## config.mk

```make
export PLATFORM = sky130hd
export DESIGN_NAME = melody_and_cue_tone_sequencer
export DESIGN_NICKNAME = d
export VERILOG_FILES = /design/src/rtl/mcts_pkg.sv /design/src/rtl/melody_and_cue_tone_sequencer.sv
export SDC_FILE = /design/constraint.sdc
export NUM_CORES = 1
export LEC_CHECK = 0
export ABC_CLOCK_PERIOD_IN_PS = 16160
export BUFFER_PORTS_ARGS = -buffer_cell sky130_fd_sc_hd__clkbuf_2
export CORE_MARGIN = 8
export CORE_UTILIZATION = 60
export DETAILED_ROUTE_END_ITERATION = 6
export PLACE_DENSITY = 0.9
export SETUP_SLACK_MARGIN = 0.02
export SYNTH_ARGS = -nofsm -noshare
export SYNTH_HDL_FRONTEND = slang
export SYNTH_SLANG_ARGS = --single-unit
```

## constraint.sdc

```tcl
create_clock -name clock -period 16.16 [get_ports clock]
set_input_delay 4.04 -clock clock [delete_from_list [all_inputs] [get_ports clock]]
set_output_delay 4.04 -clock clock [all_outputs]
set_load 0.02 [all_outputs]
```

## src/rtl/mcts_pkg.sv

```systemverilog
// Shared types, codes, timing constants and melody tables of the tone sequencer.
package mcts_pkg;

   typedef struct packed {
      logic [1:0] opcode;
      logic [2:0] button_number;
      logic       manual_hold;
   } mcts_req_type;

   typedef struct packed {
      logic [7:0] pwm_period;
      logic [7:0] pwm_compare;
      logic       cue_playing;
   } mcts_rsp_type;

   localparam int ButtonDividerDefault = 30;
   localparam int MelodyStepsDefault   = 8;

   // request opcodes
   localparam logic [1:0] OP_TICK    = 2'd0;
   localparam logic [1:0] OP_BUTTON  = 2'd1;
   localparam logic [1:0] OP_BEEP    = 2'd2;
   localparam logic [1:0] OP_RESTART = 2'd3;

   // note codes
   localparam logic [2:0] NOTE_C4      = 3'd0;
   localparam logic [2:0] NOTE_DSHARP4 = 3'd1;
   localparam logic [2:0] NOTE_G4      = 3'd2;
   localparam logic [2:0] NOTE_C5      = 3'd3;
   localparam logic [2:0] NOTE_B3      = 3'd4;

   // button numbers with a note of their own
   localparam logic [2:0] BTN_C5  = 3'd1;
   localparam logic [2:0] BTN_G4  = 3'd2;
   localparam logic [2:0] BTN_DS4 = 3'd3;

   // configuration register indexes
   localparam logic [2:0] CSR_AUDIO_MODE  = 3'd0;
   localparam logic [2:0] CSR_PERIOD_C4   = 3'd1;
   localparam logic [2:0] CSR_PERIOD_DS4  = 3'd2;
   localparam logic [2:0] CSR_PERIOD_G4   = 3'd3;
   localparam logic [2:0] CSR_PERIOD_C5   = 3'd4;
   localparam logic [2:0] CSR_PERIOD_B3   = 3'd5;

   // audio modes
   localparam logic [1:0] MODE_SILENT = 2'd0;
   localparam logic [1:0] MODE_NORMAL = 2'd1;
   localparam logic [1:0] MODE_SOFT   = 2'd2;

   // reset values of the configuration registers
   localparam logic [7:0] RST_PERIOD_C4  = 8'd236;
   localparam logic [7:0] RST_PERIOD_DS4 = 8'd198;
   localparam logic [7:0] RST_PERIOD_G4  = 8'd157;
   localparam logic [7:0] RST_PERIOD_C5  = 8'd118;
   localparam logic [7:0] RST_PERIOD_B3  = 8'd250;

   // durations in ms
   localparam logic [8:0] NOTE_TIME  = 9'd220;
   localparam logic [8:0] NOTE_GAP   = 9'd90;
   localparam logic [8:0] LOOP_GAP   = 9'd160;
   localparam logic [7:0] PRESS_TIME = 8'd200;
   localparam logic [7:0] BEEP_TIME  = 8'd160;

   // volume divisors and their reciprocal scaling
   localparam int SoftDiv    = 90;
   localparam int NormalDiv  = 60;
   localparam int RecipShift = 16;
   localparam int RecipW     = RecipShift + 1;

   localparam logic [2:0] LAST_STEP = 3'd7;

   function automatic logic [8:0] mel_len(input logic [2:0] step);
      logic [8:0] len;
      if (step == LAST_STEP) begin
         len = LOOP_GAP;
      end else if (step[0]) begin
         len = NOTE_GAP;
      end else begin
         len = NOTE_TIME;
      end
      return len;
   endfunction

   function automatic logic mel_is_tone(input logic [2:0] step);
      return ~step[0];
   endfunction

   function automatic logic [2:0] mel_note(input logic [2:0] step);
      logic [2:0] note;
      unique case (step[2:1])
         2'd0:    note = NOTE_C4;
         2'd1:    note = NOTE_G4;
         2'd2:    note = NOTE_DSHARP4;
         default: note = NOTE_G4;
      endcase
      return note;
   endfunction

endpackage

```

## src/rtl/melody_and_cue_tone_sequencer.sv

```systemverilog
// Melody and cue tone sequencer: top level with state update and response buffer.
//
//   channel | ports                      | direction | carries
//   --------+----------------------------+-----------+-------------------------------
//   req     | req_valid/ready, req_data  | in        | tick, cue start, restart
//   rsp     | rsp_valid/ready, rsp_data  | out       | PWM period, compare, cue flag
//   csr     | csr_valid/ready, csr_index,| in        | audio mode and note periods
//           | csr_data                   |           |
//
// Each request is processed in the cycle it is accepted: one pass of logic from the
// state registers through one reciprocal multiply into the response buffer.
// A new request can be taken every cycle while the buffer has room; rsp_valid is set in the cycle after.
// Reset is synchronous; it restores the state and configuration defaults and
// empties the two-entry response buffer. No clearing pass is needed.
// When both buffer entries wait on rsp_ready, req_ready drops until one is taken.
module melody_and_cue_tone_sequencer
   import mcts_pkg::*;
#(
   parameter int BUTTON_DIVIDER = ButtonDividerDefault,
   parameter int MELODY_STEPS   = MelodyStepsDefault
) (
   input  logic         clock,
   input  logic         reset,
   input  logic         req_valid,
   output logic         req_ready,
   input  mcts_req_type req_data,
   output logic         rsp_valid,
   input  logic         rsp_ready,
   output mcts_rsp_type rsp_data,
   input  logic         csr_valid,
   output logic         csr_ready,
   input  logic [2:0]   csr_index,
   input  logic [7:0]   csr_data
);

   // Reciprocals for constant division of an 8-bit period: q = (p * M) >> 16.
   localparam logic [RecipW-1:0] RecipButton =
      RecipW'((2**RecipShift + BUTTON_DIVIDER - 1) / BUTTON_DIVIDER);
   localparam logic [RecipW-1:0] RecipSoft   =
      RecipW'((2**RecipShift + SoftDiv - 1) / SoftDiv);
   localparam logic [RecipW-1:0] RecipNormal =
      RecipW'((2**RecipShift + NormalDiv - 1) / NormalDiv);
   localparam logic [3:0] StepsCount = 4'(MELODY_STEPS);

   // configuration
   logic [1:0] audio_mode_ff;
   logic [7:0] period_c4_ff, period_ds4_ff, period_g4_ff, period_c5_ff, period_b3_ff;

   // sequencer state
   logic [2:0] mel_next_ff,  mel_next_in;
   logic [2:0] mel_cur_ff,   mel_cur_in;
   logic [8:0] mel_left_ff,  mel_left_in;
   logic       mel_valid_ff, mel_valid_in;
   logic       cue_active_ff, cue_active_in;
   logic [2:0] cue_note_ff,  cue_note_in;
   logic       cue_started_ff, cue_started_in;
   logic [7:0] cue_step_ff,  cue_step_in;
   logic [7:0] cue_total_ff, cue_total_in;
   logic [7:0] period_ff,    period_in;
   logic [7:0] compare_ff,   compare_in;

   // response buffer
   mcts_rsp_type head_ff, tail_ff;
   logic [1:0]   count_ff;

   logic req_fire, rsp_fire;
   logic tone_en, tone_cue, rest_en;
   logic [2:0] tone_note;
   logic [7:0] tone_period;
   logic [RecipW-1:0] recip;
   logic [RecipW+7:0] product;
   logic [7:0] quotient;
   mcts_rsp_type result;

   assign req_ready = (count_ff != 2'd2);
   assign rsp_valid = (count_ff != 2'd0);
   assign rsp_data  = head_ff;
   assign csr_ready = 1'b1;
   assign req_fire  = req_valid && req_ready;
   assign rsp_fire  = rsp_valid && rsp_ready;

   // Next state for the accepted request; tone writes collapse into one writer.
   always_comb begin
      logic       audible;
      logic       stop;
      logic [2:0] step;
      mel_next_in    = mel_next_ff;
      mel_cur_in     = mel_cur_ff;
      mel_left_in    = mel_left_ff;
      mel_valid_in   = mel_valid_ff;
      cue_active_in  = cue_active_ff;
      cue_note_in    = cue_note_ff;
      cue_started_in = cue_started_ff;
      cue_step_in    = cue_step_ff;
      cue_total_in   = cue_total_ff;
      tone_en        = 1'b0;
      tone_cue       = 1'b0;
      tone_note      = NOTE_C4;
      rest_en        = 1'b0;
      audible        = ~cue_active_ff;
      stop           = 1'b0;
      step           = mel_next_ff;
      unique case (req_data.opcode)
         OP_TICK: begin
            if (!req_data.manual_hold) begin
               // advance the melody one ms, silently while a cue owns the speaker
               if (mel_left_ff != 9'd0) begin
                  mel_left_in = mel_left_ff - 9'd1;
               end else if (audio_mode_ff == MODE_SILENT) begin
                  rest_en      = audible;
                  mel_valid_in = 1'b0;
                  mel_left_in  = 9'd1;
               end else begin
                  if ({1'b0, mel_next_ff} >= StepsCount) begin
                     step = 3'd0;
                  end
                  mel_cur_in   = step;
                  mel_valid_in = 1'b1;
                  mel_left_in  = mel_len(step);
                  if (audible) begin
                     if (mel_is_tone(step)) begin
                        tone_en   = 1'b1;
                        tone_note = mel_note(step);
                     end else begin
                        rest_en = 1'b1;
                     end
                  end
                  mel_next_in = (({1'b0, step} + 4'd1) >= StepsCount) ? 3'd0 : step + 3'd1;
               end
               // one cue step
               if (cue_active_ff) begin
                  if (cue_total_ff == 8'd0) begin
                     stop = 1'b1;
                  end else if (cue_step_ff != 8'd0) begin
                     cue_step_in  = cue_step_ff - 8'd1;
                     cue_total_in = cue_total_ff - 8'd1;
                  end else if (!cue_started_ff) begin
                     tone_en        = 1'b1;
                     tone_cue       = 1'b1;
                     tone_note      = cue_note_ff;
                     cue_step_in    = cue_total_ff;
                     cue_started_in = 1'b1;
                  end else begin
                     stop = 1'b1;
                  end
                  // hand the speaker back to the melody
                  if (stop) begin
                     cue_active_in  = 1'b0;
                     cue_note_in    = NOTE_C4;
                     cue_started_in = 1'b0;
                     cue_step_in    = 8'd0;
                     cue_total_in   = 8'd0;
                     rest_en        = 1'b1;
                     if (audio_mode_ff != MODE_SILENT) begin
                        if (mel_valid_in && (mel_left_in != 9'd0)) begin
                           if (mel_is_tone(mel_cur_in)) begin
                              tone_en   = 1'b1;
                              tone_note = mel_note(mel_cur_in);
                           end
                        end else begin
                           mel_left_in = 9'd0;
                        end
                     end
                  end
               end
            end
         end
         OP_BUTTON: begin
            cue_active_in  = 1'b1;
            cue_started_in = 1'b0;
            cue_step_in    = 8'd0;
            cue_total_in   = PRESS_TIME;
            unique case (req_data.button_number)
               BTN_C5:  cue_note_in = NOTE_C5;
               BTN_G4:  cue_note_in = NOTE_G4;
               BTN_DS4: cue_note_in = NOTE_DSHARP4;
               default: cue_note_in = NOTE_C4;
            endcase
         end
         OP_BEEP: begin
            cue_active_in  = 1'b1;
            cue_started_in = 1'b0;
            cue_step_in    = 8'd0;
            cue_total_in   = BEEP_TIME;
            cue_note_in    = NOTE_B3;
         end
         default: begin
            // restart: melody state only, PWM registers keep their values
            mel_next_in  = 3'd0;
            mel_cur_in   = 3'd0;
            mel_left_in  = 9'd0;
            mel_valid_in = 1'b0;
         end
      endcase
   end

   // Tone writer: period lookup, then compare = period / divisor, at least 1; a rest sets compare to 0.
   always_comb begin
      unique case (tone_note)
         NOTE_DSHARP4: tone_period = period_ds4_ff;
         NOTE_G4:      tone_period = period_g4_ff;
         NOTE_C5:      tone_period = period_c5_ff;
         NOTE_B3:      tone_period = period_b3_ff;
         default:      tone_period = period_c4_ff;
      endcase
      if (tone_cue) begin
         recip = RecipButton;
      end else if (audio_mode_ff == MODE_SOFT) begin
         recip = RecipSoft;
      end else begin
         recip = RecipNormal;
      end
      product  = {{RecipW{1'b0}}, tone_period} * {8'd0, recip};
      quotient = product[RecipShift +: 8];
      period_in  = period_ff;
      compare_in = compare_ff;
      if (tone_en) begin
         period_in  = tone_period;
         compare_in = (quotient == 8'd0) ? 8'd1 : quotient;
      end else if (rest_en) begin
         compare_in = 8'd0;
      end
   end

   assign result = '{pwm_period: period_in, pwm_compare: compare_in,
                     cue_playing: cue_active_in};

   // state and configuration
   always_ff @(posedge clock) begin
      if (reset) begin
         audio_mode_ff  <= MODE_NORMAL;
         period_c4_ff   <= RST_PERIOD_C4;
         period_ds4_ff  <= RST_PERIOD_DS4;
         period_g4_ff   <= RST_PERIOD_G4;
         period_c5_ff   <= RST_PERIOD_C5;
         period_b3_ff   <= RST_PERIOD_B3;
         mel_next_ff    <= 3'd0;
         mel_cur_ff     <= 3'd0;
         mel_left_ff    <= 9'd0;
         mel_valid_ff   <= 1'b0;
         cue_active_ff  <= 1'b0;
         cue_note_ff    <= NOTE_C4;
         cue_started_ff <= 1'b0;
         cue_step_ff    <= 8'd0;
         cue_total_ff   <= 8'd0;
         period_ff      <= 8'd0;
         compare_ff     <= 8'd0;
         count_ff       <= 2'd0;
      end else begin
         if (csr_valid && csr_ready) begin
            unique case (csr_index)
               CSR_AUDIO_MODE: audio_mode_ff <= csr_data[1:0];
               CSR_PERIOD_C4:  period_c4_ff  <= csr_data;
               CSR_PERIOD_DS4: period_ds4_ff <= csr_data;
               CSR_PERIOD_G4:  period_g4_ff  <= csr_data;
               CSR_PERIOD_C5:  period_c5_ff  <= csr_data;
               CSR_PERIOD_B3:  period_b3_ff  <= csr_data;
               default: ;
            endcase
         end
         if (req_fire) begin
            mel_next_ff    <= mel_next_in;
            mel_cur_ff     <= mel_cur_in;
            mel_left_ff    <= mel_left_in;
            mel_valid_ff   <= mel_valid_in;
            cue_active_ff  <= cue_active_in;
            cue_note_ff    <= cue_note_in;
            cue_started_ff <= cue_started_in;
            cue_step_ff    <= cue_step_in;
            cue_total_ff   <= cue_total_in;
            period_ff      <= period_in;
            compare_ff     <= compare_in;
         end
         count_ff <= count_ff + {1'b0, req_fire} - {1'b0, rsp_fire};
      end
   end

   // response buffer payload: head is shown, tail holds a second waiting response
   always_ff @(posedge clock) begin
      if (req_fire && ((count_ff == 2'd0) || ((count_ff == 2'd1) && rsp_fire))) begin
         head_ff <= result;
      end else if (rsp_fire && (count_ff == 2'd2)) begin
         head_ff <= tail_ff;
      end
      if (req_fire && (count_ff == 2'd1) && !rsp_fire) begin
         tail_ff <= result;
      end
   end

   // an idle cue carries no timing
   a_cue_idle_clear: assert property (@(posedge clock) disable iff (reset)
      !cue_active_ff |-> (!cue_started_ff && (cue_total_ff == 8'd0)
                          && (cue_step_ff == 8'd0)))
      else $error("idle cue holds timing");

   // the note's remaining time never exceeds the cue's remaining time
   a_cue_step_bound: assert property (@(posedge clock) disable iff (reset)
      cue_step_ff <= cue_total_ff)
      else $error("cue step time exceeds total");

   // the step pointer stays inside the melody
   a_step_range: assert property (@(posedge clock) disable iff (reset)
      ({1'b0, mel_next_ff} < StepsCount) && ({1'b0, mel_cur_ff} < StepsCount))
      else $error("melody step out of range");

   // the buffer never overfills
   a_count_range: assert property (@(posedge clock) disable iff (reset)
      count_ff != 2'd3)
      else $error("response buffer overflow");

   // a response is pending on the cycle after an accepted request
   a_rsp_follows: assert property (@(posedge clock) disable iff (reset)
      req_fire |=> rsp_valid)
      else $error("accepted request produced no response");

endmodule
```

======== Word-level counts from Yosys, hierarchy flattened ========
Cells that the tools add are included.
operators by class
  order comparisons ....................... 1
  mux-type cells .......................... 116
  reductions and logical operators ........ 39
  $add $sub $neg .......................... 7
  equal/unequal tests ..................... 30
  $mul .................................... 1
  bitwise operators ....................... 2
operator list
  cell                                              number
  two-way mux 8 bit                                 18
  two-way mux 9 bit                                 8
  two-way mux 3 bit                                 22
  two-way mux 1 bit                                 47
  two-way mux 17 bit                                2
  case mux 8 bit (4 select lines)                   1
  multiplier 8 x 17 -> 24 bit                       1
  case mux 8 bit (3 select lines)                   1
  == test 3 x 2 -> 1 bit, second input constant     6
  case mux 9 bit (2 select lines)                   1
  AND reduction 6 bit                               3
  nonzero test 9 bit                                2
  logical NOT 8 bit                                 2
  case mux 8 bit (2 select lines)                   1
  subtractor 8 x 1 -> 8 bit, second input constant  2
  == test 3 bit, second input constant              4
  two-way mux 12 bit                                1
  inequality test 2 bit, second input constant      6
  case mux 3 bit (2 select lines)                   2
  AND reduction 2 bit                               6
  two-way mux 11 bit                                1
  == test 2 bit, second input constant              5
  logical NOT 2 bit                                 5
  AND reduction 5 bit                               2
  25 further kinds                                  47
word-level totals
  logic and storage cells ................. 220
  flip-flop bits (word level) ............. 131
  output and inout bits ................... 20
  input bits .............................. 22

======== Depth between registers and ports, before layout ========
  depth in word-level cells ............... 23
  gate-level depth with buffers ........... 39
  mapped depth without buffers ............ 37

======== Least setup slack after synthesis ========
Ideal clock, no wire load.
  kind .................................... in2reg
  from .................................... in req_data[4] in the netlist's numbering
  to ...................................... reg head_ff, in the netlist rsp_data[6], data pin
  library setup time ...................... 260 ps
  stages .................................. 34
  arrival time ............................ 10712 ps
  data required time ...................... 15900 ps
  path slack .............................. 5188 ps
  path buffers ............................ 2
  path through ............................ inv_1 -> ha_1 -> clkbuf_1 -> nor2b_1 -> clkbuf_1 -> nand2_1 -> nor3_1 -> a21boi_2 -> nor2_1 -> nand2_1 -> xnor2_1 -> a22oi_1 -> a21boi_0 -> nor2_1 -> nand2_1 -> fa_1 -> inv_1 -> fa_1 -> fa_1 -> inv_1 -> fa_1 -> inv_1 -> ha_1 -> a21o_1 -> a21o_1 -> a21oi_1 -> nor2b_1 -> o21ai_0 -> nand2b_1 -> a221oi_1 -> o41ai_4 -> a21oi_1 -> o31ai_2 -> mux2_2
between the ends
  longest elaborated chain between the ends .. 9
  elaborated cells on any way between the ends .. 17
  classes of those cells .................. mul: 1; eq/ne: 4; mux: 10; reduce/logical: 2
ends and longest elaborated chain
  element                                      RTL line                              text
  start, declared                              melody_and_cue_tone_sequencer.sv:26   input mcts_req_type req_data,
  logical NOT 2 bit *                          melody_and_cue_tone_sequencer.sv:103  unique case (req_data.opcode)
  two-way mux 3 bit                            melody_and_cue_tone_sequencer.sv:103
  == test 3 bit, or another cell as far along  melody_and_cue_tone_sequencer.sv:199  unique case (tone_note)
  case mux 8 bit (4 select lines)              melody_and_cue_tone_sequencer.sv:199
  multiplier 8 x 17 -> 24 bit                  melody_and_cue_tone_sequencer.sv:213  product = {{RecipW{1'b0}}, tone_period} * {8'd0, recip};
  logical NOT 8 bit                            melody_and_cue_tone_sequencer.sv:219  compare_in = (quotient == 8'd0) ? 8'd1 : quotient;
  two-way mux 8 bit                            melody_and_cue_tone_sequencer.sv:219
  two-way mux 8 bit *                          melody_and_cue_tone_sequencer.sv:217  if (tone_en) begin
  named net compare_in[5]                      melody_and_cue_tone_sequencer.sv:60   logic [7:0] compare_ff, compare_in;
  two-way mux 17 bit *                         melody_and_cue_tone_sequencer.sv:280  if (req_fire && ((count_ff == 2'd0) || ((count_ff == 2'd1) && rsp_fire))) begin
  end signal, assigned                         melody_and_cue_tone_sequencer.sv:281  head_ff <= result;
  end signal, assigned                         melody_and_cue_tone_sequencer.sv:283  head_ff <= tail_ff;
  end, declared                                melody_and_cue_tone_sequencer.sv:63   mcts_rsp_type head_ff, tail_ff;
The timed path passes the listed nets; every way through them passes the cells marked *.
A chain may end at the register's enable or synchronous reset.

======== Worst setup path in the final report ========
  from .................................... in req_data[4] in the netlist's numbering
  to ...................................... reg compare_ff[4]
between the ends
  longest elaborated chain between the ends .. 8
  elaborated cells on any way between the ends .. 16
  classes of those cells .................. mul: 1; eq/ne: 4; mux: 9; reduce/logical: 2
ends and longest elaborated chain
  element                                      RTL line                              text
  logical NOT 2 bit *                          melody_and_cue_tone_sequencer.sv:103
  two-way mux 3 bit                            melody_and_cue_tone_sequencer.sv:103
  == test 3 bit, or another cell as far along  melody_and_cue_tone_sequencer.sv:199
  case mux 8 bit (4 select lines)              melody_and_cue_tone_sequencer.sv:199
  multiplier 8 x 17 -> 24 bit                  melody_and_cue_tone_sequencer.sv:213
  logical NOT 8 bit                            melody_and_cue_tone_sequencer.sv:219
  two-way mux 8 bit                            melody_and_cue_tone_sequencer.sv:219
  two-way mux 8 bit *                          melody_and_cue_tone_sequencer.sv:217
  end signal, assigned                         melody_and_cue_tone_sequencer.sv:272  compare_ff <= compare_in;
  end, declared                                melody_and_cue_tone_sequencer.sv:60
Mark *: on every way between the ends. The rest lies on a longest branch, timed or not.

==> run summary <==
Total track usage -> 23.7%
CP max FO -> 14
Hold Path Class -> flop to flop
CTS tree -> yes
CP top delay family -> compound AO/OA/AOI/OAI gates
Routed WL per cell -> 17.6 um
Synthesized net count -> 1167
Cts hold-fix bufs -> 0
Total power draw -> 1130 uW
Endpoint kind of the worst setup timing path -> flop
Number of core rows -> 44
Final setup vio count -> 0
DIE WIDTH -> 138 um
Clock sinks -> 131
Initial antenna violation count -> 0
IO Port Bufs -> 40
PwrDens -> 115 mW/mm2
Total gr overflow -> 0
Vias in the first global route -> 7616
VDD IR-drop max -> 0.0594 mV
Gp weighted congestion -> 0.983
Worst EP required -> 16.49 ns
RSZ-0062 raised after global routing -> false
Post_cts resized -> 0
Worst Clk Skew -> 0.0101 ns
Synth Cell Area -> 0.00892 mm2
Total Wirelength -> 22.1 mm
Cell Count, Final, Fillers Out -> 1260
Final worst path period share -> 75.6%
DRC viols -> 0
Initial core utilization -> 61.4%
Layout area overhead -> 10.0%
Drt pass-1 iters -> 6
Buf/Inv on CP -> 5
Routed vias -> 7808
Total of max-cap violations -> 0
CTS root buffer -> clkbuf_16
N_diodes -> 0
Critical Path Start Type -> input port
Fmax -> 81.9 MHz
Setup slack, reg-to-reg -> 6.51 ns
Placed insts -> 1228
Worst EP arrival -> 12.54 ns
Crit Path Category -> input port to flop
Setup repair bufs after CTS -> 0
Crit-path max cell delay -> 0.94 ns
Post-DP HPWL -> 15.7 mm
Nets -> 1191
Post-synth EDFFs -> 34
Clk_lat worst skew -> 0.43 ns
Post-Syn Area per Cell -> 8.59 um2
Via-per-instance ratio -> 6.20
Synth warn -> 0
Final setup TNS -> 0 ns
Core box area -> 0.0145 mm2
Share of layout cells above drive strength 1 -> 11.0%
Initial drt markers -> 879
Final hold vios -> 0
Antenna-violating nets left -> 0
LEAKAGE -> 0.00442 uW
Flops & latches, synth -> 131
Clock buffer depth -> 2
First-pass GRT wire length -> 36.3 mm
Post-route minimum period -> 12.21 ns
Crit path max-delay cell type -> nor4_2
Unique masters post-synth -> 75
I/O pin count -> 42
Post-synth ARST share -> 0%
CTS clock-pin slew for the worst setup and hold paths -> 0.07 ns
Status -> complete, no violations
Rel. slew slack -> 17.7%
Post-Syn Instances -> 1039
Synth Flop Type -> dfxtp_1
Height of the chip -> 138 um
Htree depth -> 4
Slew Limit Fails -> 0
Seq/Total Area, Yosys -> 33.2%
Num CTS Buffers -> 17
Worst Tran Pin Value -> 1.22 ns
Die footprint -> 0.0190 mm2
Largest net degree at the start of global routing -> 98
## sequential cells by signal, indices dropped and copies added (netlist names), 2 cells and up
name / flops
rsp_data: 17
tail_ff: 17
mel_left_ff: 9
compare_ff: 8
cue_step_ff: 8
cue_total_ff: 8
period_b3_ff: 8
period_c4_ff: 8
period_c5_ff: 8
period_ds4_ff: 8
period_ff: 8
period_g4_ff: 8
cue_note_ff: 3
mel_cur_ff: 3
mel_next_ff: 3
audio_mode_ff: 2
count_ff: 2
## cell usage after synthesis, types with 11 or more instances
cell      count  share of area (%)
fa_1         36                8.1
nor3_1       34                1.9
a211o_1      14                1.4
edfxtp_1     34                 11
nor2_1      112                4.7
ha_1         70                9.8
clkbuf_1     33                1.4
nand3b_1     18                1.5
mux2_2       13                1.6
nand2b_1     14               0.98
nor2b_1      18                1.3
a21oi_1      67                3.8
inv_1       105                4.4
o21ai_0      49                2.7
nand2_1     135                5.7
mux2i_1      21                2.4
dfxtp_1      97                 22
a22oi_1      16                1.3
nand3_1      11               0.62
## per-stage QoR
step / utilization, % / setup WS [ns] / area (um2) / hold slack [ns]
final: 67.5 / 3.95 / 9820 / 0.457
after global routing: 67.5 / 3.26 / 9820 / 0.473
after CTS: 67.5 / 4.25 / 9820 / 0.455
after detailed placement: 63.5 / 3.86 / 9230 / 0.443
after global placement: 63.5 / 4.12 / 9230 / 0.435
after floorplan: - / 5.19 / 8920 / 0.421
## cells in the final DEF (no fill, tap or decap), types with 17 or more instances in the layout
master,netlist,final
mux2i_1,21,21
edfxtp_1,34,34
nand3b_1,18,18
dfxtp_1,97,97
clkbuf_2,0,40
inv_1,105,105
a21oi_1,67,66
nor3_1,34,34
nand2_1,135,135
nor2b_1,18,18
o21ai_0,49,49
fa_1,36,36
ha_1,70,70
clkbuf_16,0,17
nor2_1,112,112
## layout make-up
class,instances,area (um2)
inverter,105,394
clock inverter,15,161
sequential,131,2960
tap,184,230
fill,1072,4720
clock buffer,17,425
multi-input combinational,763,5400
timing repair buffer,45,238
## worst register-to-register path: cells and delay by family (launching register included)
kind	cells	cell delay, ns
AOI/OAI and AO/OA	12	3.24
buffers and inverters	4	0.27
and+or+nand+nor	10	2.72
xor gates and xnor gates	2	0.44
adders and majority gates	6	2.50
DFF	1	0.37
## where the power goes
part / switching [uW] / total (uW) / internal (uW)
clock network: 166 / 385 / 219
registers: 20.1 / 394 / 374
logic: 225 / 355 / 130
## metal layers
| layer | wire length (um) | GRT usage [%] |
|---|---|---|
| met1 | 8860 | 28.4 |
| met2 | 10900 | 40.2 |
| met3 | 1690 | 5.54 |
| met4 | 652 | 9.73 |
| met5 | 0 | 0 |
## path summary, 6_finish.rpt
path,startpoint,endpoint,cells after the start
max,req_data[4],compare_ff[4]$_SDFFE_PP0P_,32
min,compare_ff[0]$_SDFFE_PP0P_,compare_ff[0]$_SDFFE_PP0P_,2
max reg2reg,mel_left_ff[0]$_SDFFE_PP0P_,compare_ff[4]$_SDFFE_PP0P_,34
min reg2reg,compare_ff[0]$_SDFFE_PP0P_,compare_ff[0]$_SDFFE_PP0P_,2
## kinds of logic (layout without fill, tap and decap cells)
| kind of cell | after synthesis | after routing | synth area share [%] |
|---|---|---|---|
| AND/OR/NAND/NOR | 393 | 393 | 21.3 |
| AO/OA/AOI/OAI | 213 | 213 | 15.6 |
| buffers and inverters | 145 | 182 | 6.28 |
| flip-flops | 131 | 131 | 33.2 |
| adder cells (fa/ha/maj) | 106 | 106 | 17.9 |
| multiplexers | 36 | 36 | 4.29 |
| XOR/XNOR | 14 | 14 | 1.37 |
| other | 1 | 1 | 0.0420 |
No activity file was read; power rests on OpenSTA's default activity.
